[src/sv/udp_hb_pkg.sv]
// Shared types, constants and checksum helpers for the UDP/IPv4 header builder.
package udp_hb_pkg;

  localparam int unsigned MAX_PACKET_BYTES = 4096;
  localparam int unsigned HDR_BYTES        = 28;
  localparam int unsigned UDP_HDR_BYTES    = 8;
  localparam int unsigned PAYLOAD_LIMIT    =
      (MAX_PACKET_BYTES > HDR_BYTES) ? (MAX_PACKET_BYTES - HDR_BYTES) : 0;
  localparam int unsigned CNT_W            = $clog2(PAYLOAD_LIMIT + 1);

  localparam logic [7:0]  IP_VERSION    = 8'h45;
  localparam logic [7:0]  IP_TTL        = 8'd64;
  localparam logic [7:0]  UDP_PROTO_NUM = 8'd17;
  localparam logic [15:0] CSUM_ALL_ONE  = 16'hffff;

  // Checksum accumulation: two terms per step, six steps.
  localparam int unsigned CALC_STEPS = 6;
  localparam int unsigned STEP_W     = $clog2(CALC_STEPS);

  // Header word positions.
  localparam int unsigned WORD_COUNT = 14;
  localparam int unsigned IDX_W      = 4;
  localparam logic [IDX_W-1:0] IDX_VER_TOS   = 4'd0;
  localparam logic [IDX_W-1:0] IDX_TOT_LEN   = 4'd1;
  localparam logic [IDX_W-1:0] IDX_IDENT     = 4'd2;
  localparam logic [IDX_W-1:0] IDX_FRAG      = 4'd3;
  localparam logic [IDX_W-1:0] IDX_TTL_PROTO = 4'd4;
  localparam logic [IDX_W-1:0] IDX_IP_CSUM   = 4'd5;
  localparam logic [IDX_W-1:0] IDX_SRC_HI    = 4'd6;
  localparam logic [IDX_W-1:0] IDX_SRC_LO    = 4'd7;
  localparam logic [IDX_W-1:0] IDX_DST_HI    = 4'd8;
  localparam logic [IDX_W-1:0] IDX_DST_LO    = 4'd9;
  localparam logic [IDX_W-1:0] IDX_SPORT     = 4'd10;
  localparam logic [IDX_W-1:0] IDX_DPORT     = 4'd11;
  localparam logic [IDX_W-1:0] IDX_UDP_LEN   = 4'd12;
  localparam logic [IDX_W-1:0] IDX_UDP_CSUM  = 4'd13;

  // Configuration register indexes.
  localparam int unsigned CFG_IDX_W = 3;
  localparam logic [CFG_IDX_W-1:0] CFG_SRC_ADDR = 3'd0;
  localparam logic [CFG_IDX_W-1:0] CFG_DST_ADDR = 3'd1;
  localparam logic [CFG_IDX_W-1:0] CFG_SRC_PORT = 3'd2;
  localparam logic [CFG_IDX_W-1:0] CFG_DST_PORT = 3'd3;
  localparam logic [CFG_IDX_W-1:0] CFG_IDENT    = 3'd4;

  localparam int unsigned QUEUE_DEPTH = 2;
  localparam int unsigned QPTR_W      = $clog2(QUEUE_DEPTH);

  typedef struct packed {
    logic [31:0] src_addr;
    logic [31:0] dst_addr;
    logic [15:0] src_port;
    logic [15:0] dst_port;
    logic [15:0] ident;
  } cfg_t;

  // Per-packet summary handed from the front to the back.
  typedef struct packed {
    logic [15:0]      sum;
    logic [7:0]       held;
    logic [CNT_W-1:0] count;
    logic             ovf;
  } pkt_rec_t;

  typedef struct packed {
    logic     full;
    logic     empty;
  } q_status_t;

  // One's-complement add with end-around carry.
  function automatic logic [15:0] oc_add(input logic [15:0] a, input logic [15:0] b);
    logic [16:0] s;
    logic [16:0] f;
    s = {1'b0, a} + {1'b0, b};
    f = {1'b0, s[15:0]} + {16'd0, s[16]};
    return f[15:0];
  endfunction

  // Two terms into the accumulator at once.
  function automatic logic [15:0] oc_add3(input logic [15:0] acc, input logic [15:0] a,
                                          input logic [15:0] b);
    logic [17:0] s;
    logic [16:0] f;
    logic [16:0] r;
    s = {2'b0, acc} + {2'b0, a} + {2'b0, b};
    f = {1'b0, s[15:0]} + {15'd0, s[17:16]};
    r = {1'b0, f[15:0]} + {16'd0, f[16]};
    return r[15:0];
  endfunction

endpackage

[src/sv/udp_hb_front.sv]
// Front end: takes payload bytes, keeps the running sum and count, queues a summary per packet.
module udp_hb_front import udp_hb_pkg::*; (
  input  logic      clk_i,
  input  logic      rst_ni,
  input  logic      acc_i,
  input  logic [7:0] data_byte_i,
  input  logic      byte_valid_i,
  input  logic      end_of_payload_i,
  output logic      push_o,
  output pkt_rec_t  rec_o
);

  logic [15:0]      sum_q, sum_d;
  logic [CNT_W-1:0] cnt_q, cnt_d;
  logic [7:0]       held_q, held_d;
  logic             odd_q, odd_d;
  logic             ovf_q, ovf_d;

  logic [15:0]      sum_n;
  logic [CNT_W-1:0] cnt_n;
  logic [7:0]       held_n;
  logic             odd_n;
  logic             ovf_n;

  always_comb begin
    sum_n  = sum_q;
    cnt_n  = cnt_q;
    held_n = held_q;
    odd_n  = odd_q;
    ovf_n  = ovf_q;
    if (byte_valid_i) begin
      if (cnt_q < CNT_W'(PAYLOAD_LIMIT)) begin
        if (odd_q) begin
          sum_n  = oc_add(sum_q, {held_q, data_byte_i});
          odd_n  = 1'b0;
          held_n = 8'd0;
        end else begin
          held_n = data_byte_i;
          odd_n  = 1'b1;
        end
        cnt_n = cnt_q + CNT_W'(1);
      end else begin
        // drop the byte, flag the packet
        ovf_n = 1'b1;
      end
    end
  end

  assign push_o      = acc_i & end_of_payload_i;
  assign rec_o.sum   = sum_n;
  assign rec_o.held  = held_n;
  assign rec_o.count = cnt_n;
  assign rec_o.ovf   = ovf_n;

  always_comb begin
    sum_d  = sum_q;
    cnt_d  = cnt_q;
    held_d = held_q;
    odd_d  = odd_q;
    ovf_d  = ovf_q;
    if (acc_i) begin
      if (end_of_payload_i) begin
        sum_d  = 16'd0;
        cnt_d  = '0;
        held_d = 8'd0;
        odd_d  = 1'b0;
        ovf_d  = 1'b0;
      end else begin
        sum_d  = sum_n;
        cnt_d  = cnt_n;
        held_d = held_n;
        odd_d  = odd_n;
        ovf_d  = ovf_n;
      end
    end
  end

  always_ff @(posedge clk_i or negedge rst_ni) begin
    if (!rst_ni) begin
      sum_q  <= 16'd0;
      cnt_q  <= '0;
      held_q <= 8'd0;
      odd_q  <= 1'b0;
      ovf_q  <= 1'b0;
    end else begin
      sum_q  <= sum_d;
      cnt_q  <= cnt_d;
      held_q <= held_d;
      odd_q  <= odd_d;
      ovf_q  <= ovf_d;
    end
  end

endmodule

[src/sv/udp_hb_fifo.sv]
// Short queue of packet summaries between the front and the back.
module udp_hb_fifo import udp_hb_pkg::*; (
  input  logic      clk_i,
  input  logic      rst_ni,
  input  logic      push_i,
  input  pkt_rec_t  din_i,
  input  logic      pop_i,
  output pkt_rec_t  dout_o,
  output q_status_t status_o
);

  pkt_rec_t          mem_q [QUEUE_DEPTH];
  logic [QPTR_W-1:0] wptr_q, wptr_d;
  logic [QPTR_W-1:0] rptr_q, rptr_d;
  logic [QPTR_W:0]   fill_q, fill_d;
  logic              do_push;
  logic              do_pop;

  assign status_o.full  = (fill_q == (QPTR_W+1)'(QUEUE_DEPTH));
  assign status_o.empty = (fill_q == '0);
  assign do_push = push_i & ~status_o.full;
  assign do_pop  = pop_i & ~status_o.empty;
  assign dout_o  = mem_q[rptr_q];

  always_comb begin
    wptr_d = wptr_q;
    rptr_d = rptr_q;
    fill_d = fill_q;
    if (do_push) begin
      wptr_d = (wptr_q == QPTR_W'(QUEUE_DEPTH - 1)) ? '0 : wptr_q + QPTR_W'(1);
    end
    if (do_pop) begin
      rptr_d = (rptr_q == QPTR_W'(QUEUE_DEPTH - 1)) ? '0 : rptr_q + QPTR_W'(1);
    end
    if (do_push && !do_pop) begin
      fill_d = fill_q + (QPTR_W+1)'(1);
    end else if (do_pop && !do_push) begin
      fill_d = fill_q - (QPTR_W+1)'(1);
    end
  end

  always_ff @(posedge clk_i) begin
    if (do_push) begin
      mem_q[wptr_q] <= din_i;
    end
  end

  always_ff @(posedge clk_i or negedge rst_ni) begin
    if (!rst_ni) begin
      wptr_q <= '0;
      rptr_q <= '0;
      fill_q <= '0;
    end else begin
      wptr_q <= wptr_d;
      rptr_q <= rptr_d;
      fill_q <= fill_d;
    end
  end

endmodule

[src/sv/udp_hb_back.sv]
// Back end: folds the checksums for one packet, then streams the 14 header words.
module udp_hb_back import udp_hb_pkg::*; (
  input  logic             clk_i,
  input  logic             rst_ni,
  input  cfg_t             cfg_i,
  input  logic             q_empty_i,
  input  pkt_rec_t         rec_i,
  output logic             pop_o,
  output logic             out_valid_o,
  input  logic             out_stall_i,
  output logic [15:0]      header_word_o,
  output logic [IDX_W-1:0] word_index_o,
  output logic             last_word_o,
  output logic             length_error_o
);

  typedef enum logic [2:0] {
    ST_IDLE = 3'b001,
    ST_CALC = 3'b010,
    ST_EMIT = 3'b100
  } state_e;

  state_e            state_q, state_d;
  pkt_rec_t          rec_q, rec_d;
  logic [STEP_W-1:0] step_q, step_d;
  logic [IDX_W-1:0]  idx_q, idx_d;
  logic [15:0]       ip_acc_q, ip_acc_d;
  logic [15:0]       udp_acc_q, udp_acc_d;

  logic              ov_q, ov_d;
  logic [15:0]       ow_q, ow_d;
  logic [IDX_W-1:0]  oi_q, oi_d;
  logic              ol_q, ol_d;
  logic              oe_q, oe_d;

  logic [15:0] tot_len, udp_len, ip_csum, udp_csum;
  logic [15:0] ip_a, ip_b, udp_a, udp_b;
  logic [15:0] word;
  logic        slot_free;

  assign tot_len  = 16'(HDR_BYTES) + 16'(rec_q.count);
  assign udp_len  = 16'(UDP_HDR_BYTES) + 16'(rec_q.count);
  assign ip_csum  = ~ip_acc_q;
  assign udp_csum = (udp_acc_q == CSUM_ALL_ONE) ? CSUM_ALL_ONE : ~udp_acc_q;
  assign slot_free = ~ov_q | ~out_stall_i;

  // Term pairs for each accumulation step.
  always_comb begin
    ip_a  = 16'd0;
    ip_b  = 16'd0;
    udp_a = 16'd0;
    udp_b = 16'd0;
    case (step_q)
      STEP_W'(0): begin
        ip_a  = {IP_VERSION, 8'h00};
        ip_b  = tot_len;
        udp_a = rec_q.sum;
        udp_b = {rec_q.held, 8'h00};
      end
      STEP_W'(1): begin
        ip_a  = cfg_i.ident;
        ip_b  = {IP_TTL, UDP_PROTO_NUM};
        udp_a = cfg_i.src_addr[31:16];
        udp_b = cfg_i.src_addr[15:0];
      end
      STEP_W'(2): begin
        ip_a  = cfg_i.src_addr[31:16];
        ip_b  = cfg_i.src_addr[15:0];
        udp_a = cfg_i.dst_addr[31:16];
        udp_b = cfg_i.dst_addr[15:0];
      end
      STEP_W'(3): begin
        ip_a  = cfg_i.dst_addr[31:16];
        ip_b  = cfg_i.dst_addr[15:0];
        udp_a = {8'h00, UDP_PROTO_NUM};
        udp_b = udp_len;
      end
      STEP_W'(4): begin
        udp_a = cfg_i.src_port;
        udp_b = cfg_i.dst_port;
      end
      STEP_W'(5): begin
        udp_a = udp_len;
      end
      default: begin
      end
    endcase
  end

  always_comb begin
    case (idx_q)
      IDX_VER_TOS:   word = {IP_VERSION, 8'h00};
      IDX_TOT_LEN:   word = tot_len;
      IDX_IDENT:     word = cfg_i.ident;
      IDX_FRAG:      word = 16'd0;
      IDX_TTL_PROTO: word = {IP_TTL, UDP_PROTO_NUM};
      IDX_IP_CSUM:   word = ip_csum;
      IDX_SRC_HI:    word = cfg_i.src_addr[31:16];
      IDX_SRC_LO:    word = cfg_i.src_addr[15:0];
      IDX_DST_HI:    word = cfg_i.dst_addr[31:16];
      IDX_DST_LO:    word = cfg_i.dst_addr[15:0];
      IDX_SPORT:     word = cfg_i.src_port;
      IDX_DPORT:     word = cfg_i.dst_port;
      IDX_UDP_LEN:   word = udp_len;
      IDX_UDP_CSUM:  word = udp_csum;
      default:       word = 16'd0;
    endcase
  end

  always_comb begin
    state_d   = state_q;
    rec_d     = rec_q;
    step_d    = step_q;
    idx_d     = idx_q;
    ip_acc_d  = ip_acc_q;
    udp_acc_d = udp_acc_q;
    ov_d      = ov_q & out_stall_i;
    ow_d      = ow_q;
    oi_d      = oi_q;
    ol_d      = ol_q;
    oe_d      = oe_q;
    pop_o     = 1'b0;
    case (state_q)
      ST_IDLE: begin
        if (!q_empty_i) begin
          pop_o     = 1'b1;
          rec_d     = rec_i;
          step_d    = '0;
          ip_acc_d  = 16'd0;
          udp_acc_d = 16'd0;
          state_d   = ST_CALC;
        end
      end
      ST_CALC: begin
        ip_acc_d  = oc_add3(ip_acc_q, ip_a, ip_b);
        udp_acc_d = oc_add3(udp_acc_q, udp_a, udp_b);
        if (step_q == STEP_W'(CALC_STEPS - 1)) begin
          idx_d   = '0;
          state_d = ST_EMIT;
        end else begin
          step_d = step_q + STEP_W'(1);
        end
      end
      ST_EMIT: begin
        if (slot_free) begin
          ov_d = 1'b1;
          ow_d = word;
          oi_d = idx_q;
          ol_d = (idx_q == IDX_UDP_CSUM);
          oe_d = rec_q.ovf;
          if (idx_q == IDX_UDP_CSUM) begin
            state_d = ST_IDLE;
          end else begin
            idx_d = idx_q + IDX_W'(1);
          end
        end
      end
      default: begin
        state_d = ST_IDLE;
      end
    endcase
  end

  always_ff @(posedge clk_i) begin
    rec_q     <= rec_d;
    step_q    <= step_d;
    idx_q     <= idx_d;
    ip_acc_q  <= ip_acc_d;
    udp_acc_q <= udp_acc_d;
    ow_q      <= ow_d;
    oi_q      <= oi_d;
    ol_q      <= ol_d;
    oe_q      <= oe_d;
  end

  always_ff @(posedge clk_i or negedge rst_ni) begin
    if (!rst_ni) begin
      state_q <= ST_IDLE;
      ov_q    <= 1'b0;
    end else begin
      state_q <= state_d;
      ov_q    <= ov_d;
    end
  end

  assign out_valid_o    = ov_q;
  assign header_word_o  = ow_q;
  assign word_index_o   = oi_q;
  assign last_word_o    = ol_q;
  assign length_error_o = oe_q;

endmodule

[src/sv/udp_ipv4_header_builder.sv]
// Header word 0 follows the taken end-of-payload request through the summary queue, the
// back end's fetch and checksum fold, and its output register. Throughput: one payload
// byte per cycle unless stalled; all 14 words of a header go out before the next fetch.
// Input stalls only while two packet summaries wait in the queue.
// Reset (async, active low) clears sums, counts, queue, state and the config registers.
module udp_ipv4_header_builder import udp_hb_pkg::*; (
  input  logic                 clk_i,
  input  logic                 rst_ni,
  input  logic                 cfg_we_i,
  input  logic [CFG_IDX_W-1:0] cfg_index_i,
  input  logic [31:0]          cfg_wdata_i,
  input  logic                 in_valid_i,
  output logic                 in_stall_o,
  input  logic [7:0]           data_byte_i,
  input  logic                 byte_valid_i,
  input  logic                 end_of_payload_i,
  output logic                 out_valid_o,
  input  logic                 out_stall_i,
  output logic [15:0]          header_word_o,
  output logic [IDX_W-1:0]     word_index_o,
  output logic                 last_word_o,
  output logic                 length_error_o
);

  cfg_t      cfg_q, cfg_d;
  q_status_t q_status;
  pkt_rec_t  push_rec, pop_rec;
  logic      push, pop, in_acc;

  always_comb begin
    cfg_d = cfg_q;
    if (cfg_we_i) begin
      case (cfg_index_i)
        CFG_SRC_ADDR: cfg_d.src_addr = cfg_wdata_i;
        CFG_DST_ADDR: cfg_d.dst_addr = cfg_wdata_i;
        CFG_SRC_PORT: cfg_d.src_port = cfg_wdata_i[15:0];
        CFG_DST_PORT: cfg_d.dst_port = cfg_wdata_i[15:0];
        CFG_IDENT:    cfg_d.ident    = cfg_wdata_i[15:0];
        default: begin
        end
      endcase
    end
  end

  always_ff @(posedge clk_i or negedge rst_ni) begin
    if (!rst_ni) begin
      cfg_q <= '0;
    end else begin
      cfg_q <= cfg_d;
    end
  end

  assign in_stall_o = q_status.full;
  assign in_acc     = in_valid_i & ~in_stall_o;

  udp_hb_front u_front (
    .clk_i            (clk_i),
    .rst_ni           (rst_ni),
    .acc_i            (in_acc),
    .data_byte_i      (data_byte_i),
    .byte_valid_i     (byte_valid_i),
    .end_of_payload_i (end_of_payload_i),
    .push_o           (push),
    .rec_o            (push_rec)
  );

  udp_hb_fifo u_fifo (
    .clk_i    (clk_i),
    .rst_ni   (rst_ni),
    .push_i   (push),
    .din_i    (push_rec),
    .pop_i    (pop),
    .dout_o   (pop_rec),
    .status_o (q_status)
  );

  udp_hb_back u_back (
    .clk_i          (clk_i),
    .rst_ni         (rst_ni),
    .cfg_i          (cfg_q),
    .q_empty_i      (q_status.empty),
    .rec_i          (pop_rec),
    .pop_o          (pop),
    .out_valid_o    (out_valid_o),
    .out_stall_i    (out_stall_i),
    .header_word_o  (header_word_o),
    .word_index_o   (word_index_o),
    .last_word_o    (last_word_o),
    .length_error_o (length_error_o)
  );

endmodule

[config.mk]
export PLATFORM = sky130hd
export DESIGN_NAME = udp_ipv4_header_builder
export DESIGN_NICKNAME = d
export VERILOG_FILES = /design/src/sv/udp_hb_pkg.sv /design/src/sv/udp_hb_front.sv /design/src/sv/udp_hb_fifo.sv /design/src/sv/udp_hb_back.sv /design/src/sv/udp_ipv4_header_builder.sv
export SDC_FILE = /design/constraint.sdc
export NUM_CORES = 1
export LEC_CHECK = 0
export BUFFER_PORTS_ARGS = -buffer_cell sky130_fd_sc_hd__clkbuf_2
export CELL_PAD_IN_SITES_DETAIL_PLACEMENT = 0
export CELL_PAD_IN_SITES_GLOBAL_PLACEMENT = 1
export CORE_MARGIN = 2
export CORE_UTILIZATION = 46
export DETAILED_ROUTE_END_ITERATION = 10
export PLACE_DENSITY_LB_ADDON = 0.1
export RECOVER_POWER = 25
export SLEW_MARGIN = 20
export SYNTH_ARGS = -nofsm -noshare
export SYNTH_HDL_FRONTEND = slang
export SYNTH_SLANG_ARGS = --single-unit
[constraint.sdc]
create_clock -name clk_i -period 7.36 [get_ports clk_i]
set_clock_uncertainty 0.1 [all_clocks]
set_input_delay 0.368 -clock clk_i [delete_from_list [all_inputs] [get_ports clk_i]]
set_output_delay 0.368 -clock clk_i [all_outputs]
set_load 0.01 [all_outputs]
==> results by stage <==
Outcome:
- The run finished, with violations left.
- The checks that failed: capacitance limit, slew limit, setup timing.

Cells and area:
- The layout has about 3,900 filler cells.
- The library cell used most frequently in the layout, excluding fill and tap cells, is sky130_fd_sc_hd__buf_4.
- At the end of the flow, the number of nets in the layout was between 2,000 and 2,500.
- Compared with the post-synthesis result, the final layout area differs by 21.3%.
- The area of the multi-input gates is between 10,000 and 15,000 um^2.
- The library cells used most frequently in the layout, excluding fill and tap cells, are sky130_fd_sc_hd__buf_4 (227), sky130_fd_sc_hd__edfxtp_1 (172), sky130_fd_sc_hd__mux2_2 (171).
- The register cell area after layout is slightly above 9000 um^2.
- The share of layout cells above drive strength 1 is 29.4%.
- The number of antenna diodes in the final layout is 0.

Yosys:
- The fraction of the mapped netlist area in simple logic gates is about an eighth.
- The synthesized netlist devotes between 10% and 20% of its cell area to compound gates.
- After synthesis, the largest family of logic cells by area is compound AO/OA/AOI/OAI gates.
- The main flop type after synthesis is sky130_fd_sc_hd__edfxtp_1.
- The synthesized netlist cell count is between 1,500 and 2,000.
- The number of enable-type register cells in the synthesized netlist is approximately 170.
- The post-synthesis cell type with the largest combined area is sky130_fd_sc_hd__edfxtp_1.
- During synthesis, Yosys emitted a total of 0 warnings.
- The sequential share of the synthesized area is 44.2%.
- The cell area after technology mapping is 20,700 um^2.
- The synthesized design devotes to its leading area cell type 25.0% of total area.
- The net count after synthesis is between 2,000 and 2,500.
- Of the total synthesized cell area, the portion taken by XOR and XNOR cells is 6.29%.
- Yosys mapped the design onto between 100 and 150 distinct sky130hd cell types.
- Ranked by total cell area, the synthesized netlist is headed by sky130_fd_sc_hd__edfxtp_1 (25%), sky130_fd_sc_hd__dfrtp_1 (19%), sky130_fd_sc_hd__mux2_2 (9.3%), sky130_fd_sc_hd__ha_1 (6.4%), sky130_fd_sc_hd__xnor2_1 (4.1%).
- After synthesis, the mean cell area works out to approximately 11 um^2.
- After Yosys synthesis, full adders, half adders and majority gates account for approximately 7% of the synthesized area.
- The synthesized design contains between 300 and 400 register bits.
- Of all flip-flops after synthesis, the portion carrying an async set or reset was between 40% and 50%.
- Of the post-synthesis cell area, the part taken by muxes is 9.52%.

Clock network:
- The clock passes through at most 3 buffers.
- The clock transition at the register clock pins on the worst setup and hold paths after CTS is 0.06 ns.
- For the worst-skew pair, the clock arrives at the later sink with an insertion delay of around 0.57 ns.
- The H-tree was split into 2 levels.
- TritonCTS built the clock tree.
- The number of clock buffers inserted by TritonCTS is 38.
- The count of clock tree sinks is between 300 and 400.
- The tree is rooted in a sky130_fd_sc_hd__clkbuf_16.

Flow run:
- The tool flagged a number of max-cap violations equal to 2.

Global route:
- For this run, the total global-route usage over all layers was measured as ~29%.
- The first global-routing pass estimated ~100 mm of wire.
- The via count of the first global-routing pass is between 15,000 and 20,000.
- Entering global routing, the biggest net connects 88 pins.
- Summed over all layers, the global routing overflow is 0.
- The initial antenna violation count is 3.

Critical path:
- Data on the critical path is required at its endpoint by 7.57 ns.
- The peak fanout along the critical path is 5.
- The kind of end point of the critical path is a flip-flop.
- The beginning of the critical path is u_back.step_q[0].
- In this run the critical register-to-register path is launched from u_back.step_q[0].
- The critical path is of the flip-flop to flip-flop type.
- The endpoint arrival time on the critical path is ~8 ns.
- The dominant cell type by count on the critical path is sky130_fd_sc_hd__ha_4.
- The highest cell delay on the worst timing path is around 0.73 ns.
- The type of element launching the critical path is a flip-flop.
- The cell with the largest stage delay on the worst path is sky130_fd_sc_hd__a222oi_1.

Placed design:
- Port buffering added 73 buffers.
- The placer congestion estimate is approximately 0.98.
- Detailed placement finished with a half-perimeter wire length of slightly above 50 mm.

Floorplanning:
- The floorplan step set the die width to 216 um.
- Measured along the y axis, the die boundary spans ~220 um.
- The floorplan row count is 77.
- After floorplanning, the core was sized to cover roughly 44,000 um^2.
- The area of the die is approximately 47,000 um^2.
- For this configuration, the core starts out at a cell density of 46.7%.
- 74 I/O pins were placed.

STA:
- The final setup violation count is 19.
- The final setup TNS is -4.41 ns.
- The post-route worst setup slack is -0.407 ns.
- The worst path in the final design needs a cycle of 7.77 ns, including I/O delays and setup.
- Setup repair after global routing could not meet its margin everywhere.
- The final max-slew violation count is ~120.
- The final count of hold timing violations is 0.
- Dividing the final minimum period by the clock period gives 106%.
- At the pin with the least slew margin, the transition time is between 4 and 5 ns.
- The worst slew slack as a fraction of its limit is -225%.
- The maximum clock rate is roughly 130 MHz.

Detailed routing:
- The routed length on met1 is 29.1 mm.
- The routed wirelength normalized by instance count is 23.9 um.
- The routed wire length is between 60 and 70 mm.
- The count of unresolved DRC violations after routing is 0.
- The uppermost signal routing layer after detailed routing is met5.
- The met2 wirelength from detailed routing is 31.2 mm.
- The routed layout has around 17,000 vias.
- The post-detailed-route via-to-cell ratio is between 5 and 6.
- In the detailed route, the total length drawn on met3 is slightly above 4 mm.
- The first-iteration detailed-routing DRC count is roughly 1,300.
- The number of nets still failing antenna checks after routing is 0.
- Before antenna repair, the detailed router went through 8 iterations.

Hold path:
- The startpoint of the lowest-slack hold path is cfg_wdata_i[0].
- In this run the worst hold path is classified as input port to flip-flop.
-- synthesized netlist by cell type (all sizes together), types with 7 or more instances --
library cell  instances
and2                 13
nand3                58
a221oi               28
nor3b                 7
nor4                  9
nor2                121
ha                  105
nand4b                9
o2111ai               7
and3                 28
a21o                 17
a21oi                94
dfrtp               157
a22o                 43
fa                    7
a211oi               11
buf                   8
a222oi               29
a21boi                7
o21ai               121
nor3                 29
a31oi                10
nand2b               23
a22oi                43
or2                  11
a221o                 9
xor2                 46
xnor2                99
or3                   8
edfxtp              172
nand4                18
nor2b                17
o31ai                 7
o21a                  9
nand2               138
mux2                171
clkbuf               90
inv                  79
-- per-layer routing --
metal | vias to the layer above | GRT usage, %
met4 | 4 | 13.8
li1 | 7877 | -
met2 | 629 | 46.9
met5 | - | 0
met3 | 159 | 4.65
met1 | 8328 | 38.6
-- stage by stage --
| stage | cell area, um^2 | cells | utilization (%) | hold WS (ns) | setup WS [ns] |
|---|---|---|---|---|---|
| 2_1_floorplan | 20700 | 1947 | - | -0.0276 | -0.0139 |
| 3_3_place_gp | 23100 | 2724 | 52.2 | 0.331 | -0.631 |
| 3_5_place_dp | 23100 | 2724 | 52.2 | 0.333 | -0.715 |
| 4_1_cts | 24800 | 2835 | 56.2 | 0.000878 | -0.185 |
| 5_1_grt | 25100 | 2843 | 56.7 | 0.0272 | -0.664 |
| 6_report | 25100 | 2843 | 56.7 | 0.0219 | -0.407 |
-- timing repair --
action                                 in CTS  in global routing
hold buffers                               21                  0
setup endpoints to repair                  27                 31
resized for setup                          50                 37
pin swaps                                  49                 47
endpoints found under the hold margin     125                  0
setup buffers                              21                  7
-- critical path: cells and delay by family, from the launching register on --
kind,cells,cell delay (ns)
fa+ha+maj,8,1.78
xor+xnor,3,0.55
simple gates,12,2.19
compound gates,12,1.97
flops,1,0.45
buf+inv,4,0.49
-- state kept, by name (all words and copies together) (netlist names) --
name and cells:
u_fifo.wptr_q 1, cfg_q 112, u_front.held_q 8, u_back.header_word_o 16
u_fifo.mem_q 74, u_front.odd_q 1, u_back.udp_acc_q 16, u_back.last_word_o 1
u_back.length_error_o 1, u_front.ovf_q 1, u_back.out_valid_o 1, u_back.state_q 3
u_back.word_index_o 4, u_back.idx_q 4, u_fifo.rptr_q 1, u_back.rec_q 37
u_back.step_q 3, u_back.ip_acc_q 16, u_front.sum_q 16, u_front.cnt_q 12
u_fifo.fill_q 2
-- cells by family after synthesis --
logic type	after synthesis
XOR/XNOR	145
buffers and inverters	178
multiplexers	175
AND/OR/NAND/NOR	512
AO/OA/AOI/OAI	495
adder cells (fa/ha/maj)	112
flip-flops	330
-- final timing paths --
check                                         to  slack (ns)  depth (start not counted)
min                                    cfg_q[16]        0.02                          2
min in group asynchronous      u_front.cnt_q[10]        2.02                          2
max reg2reg                   u_back.ip_acc_q[6]       -0.41                         39
max                           u_back.ip_acc_q[6]       -0.41                         39
min reg2reg                u_back.length_error_o        0.34                          0
max in group asynchronous              cfg_q[23]        2.22                          3
-- area by class of cell --
| class | count | area share, % |
|---|---|---|
| timing repair buffer | 333 | 9.61 |
| sequential | 330 | 36.4 |
| multi-input combinational | 1439 | 45.0 |
| clock buffer | 51 | 4.15 |
| clock inverter | 18 | 0.674 |
| inverter | 80 | 1.21 |
| tap | 592 | 2.96 |
Power is not shown: default switching activity piles up to over one toggle a cycle in this logic, so the estimate is an artifact.
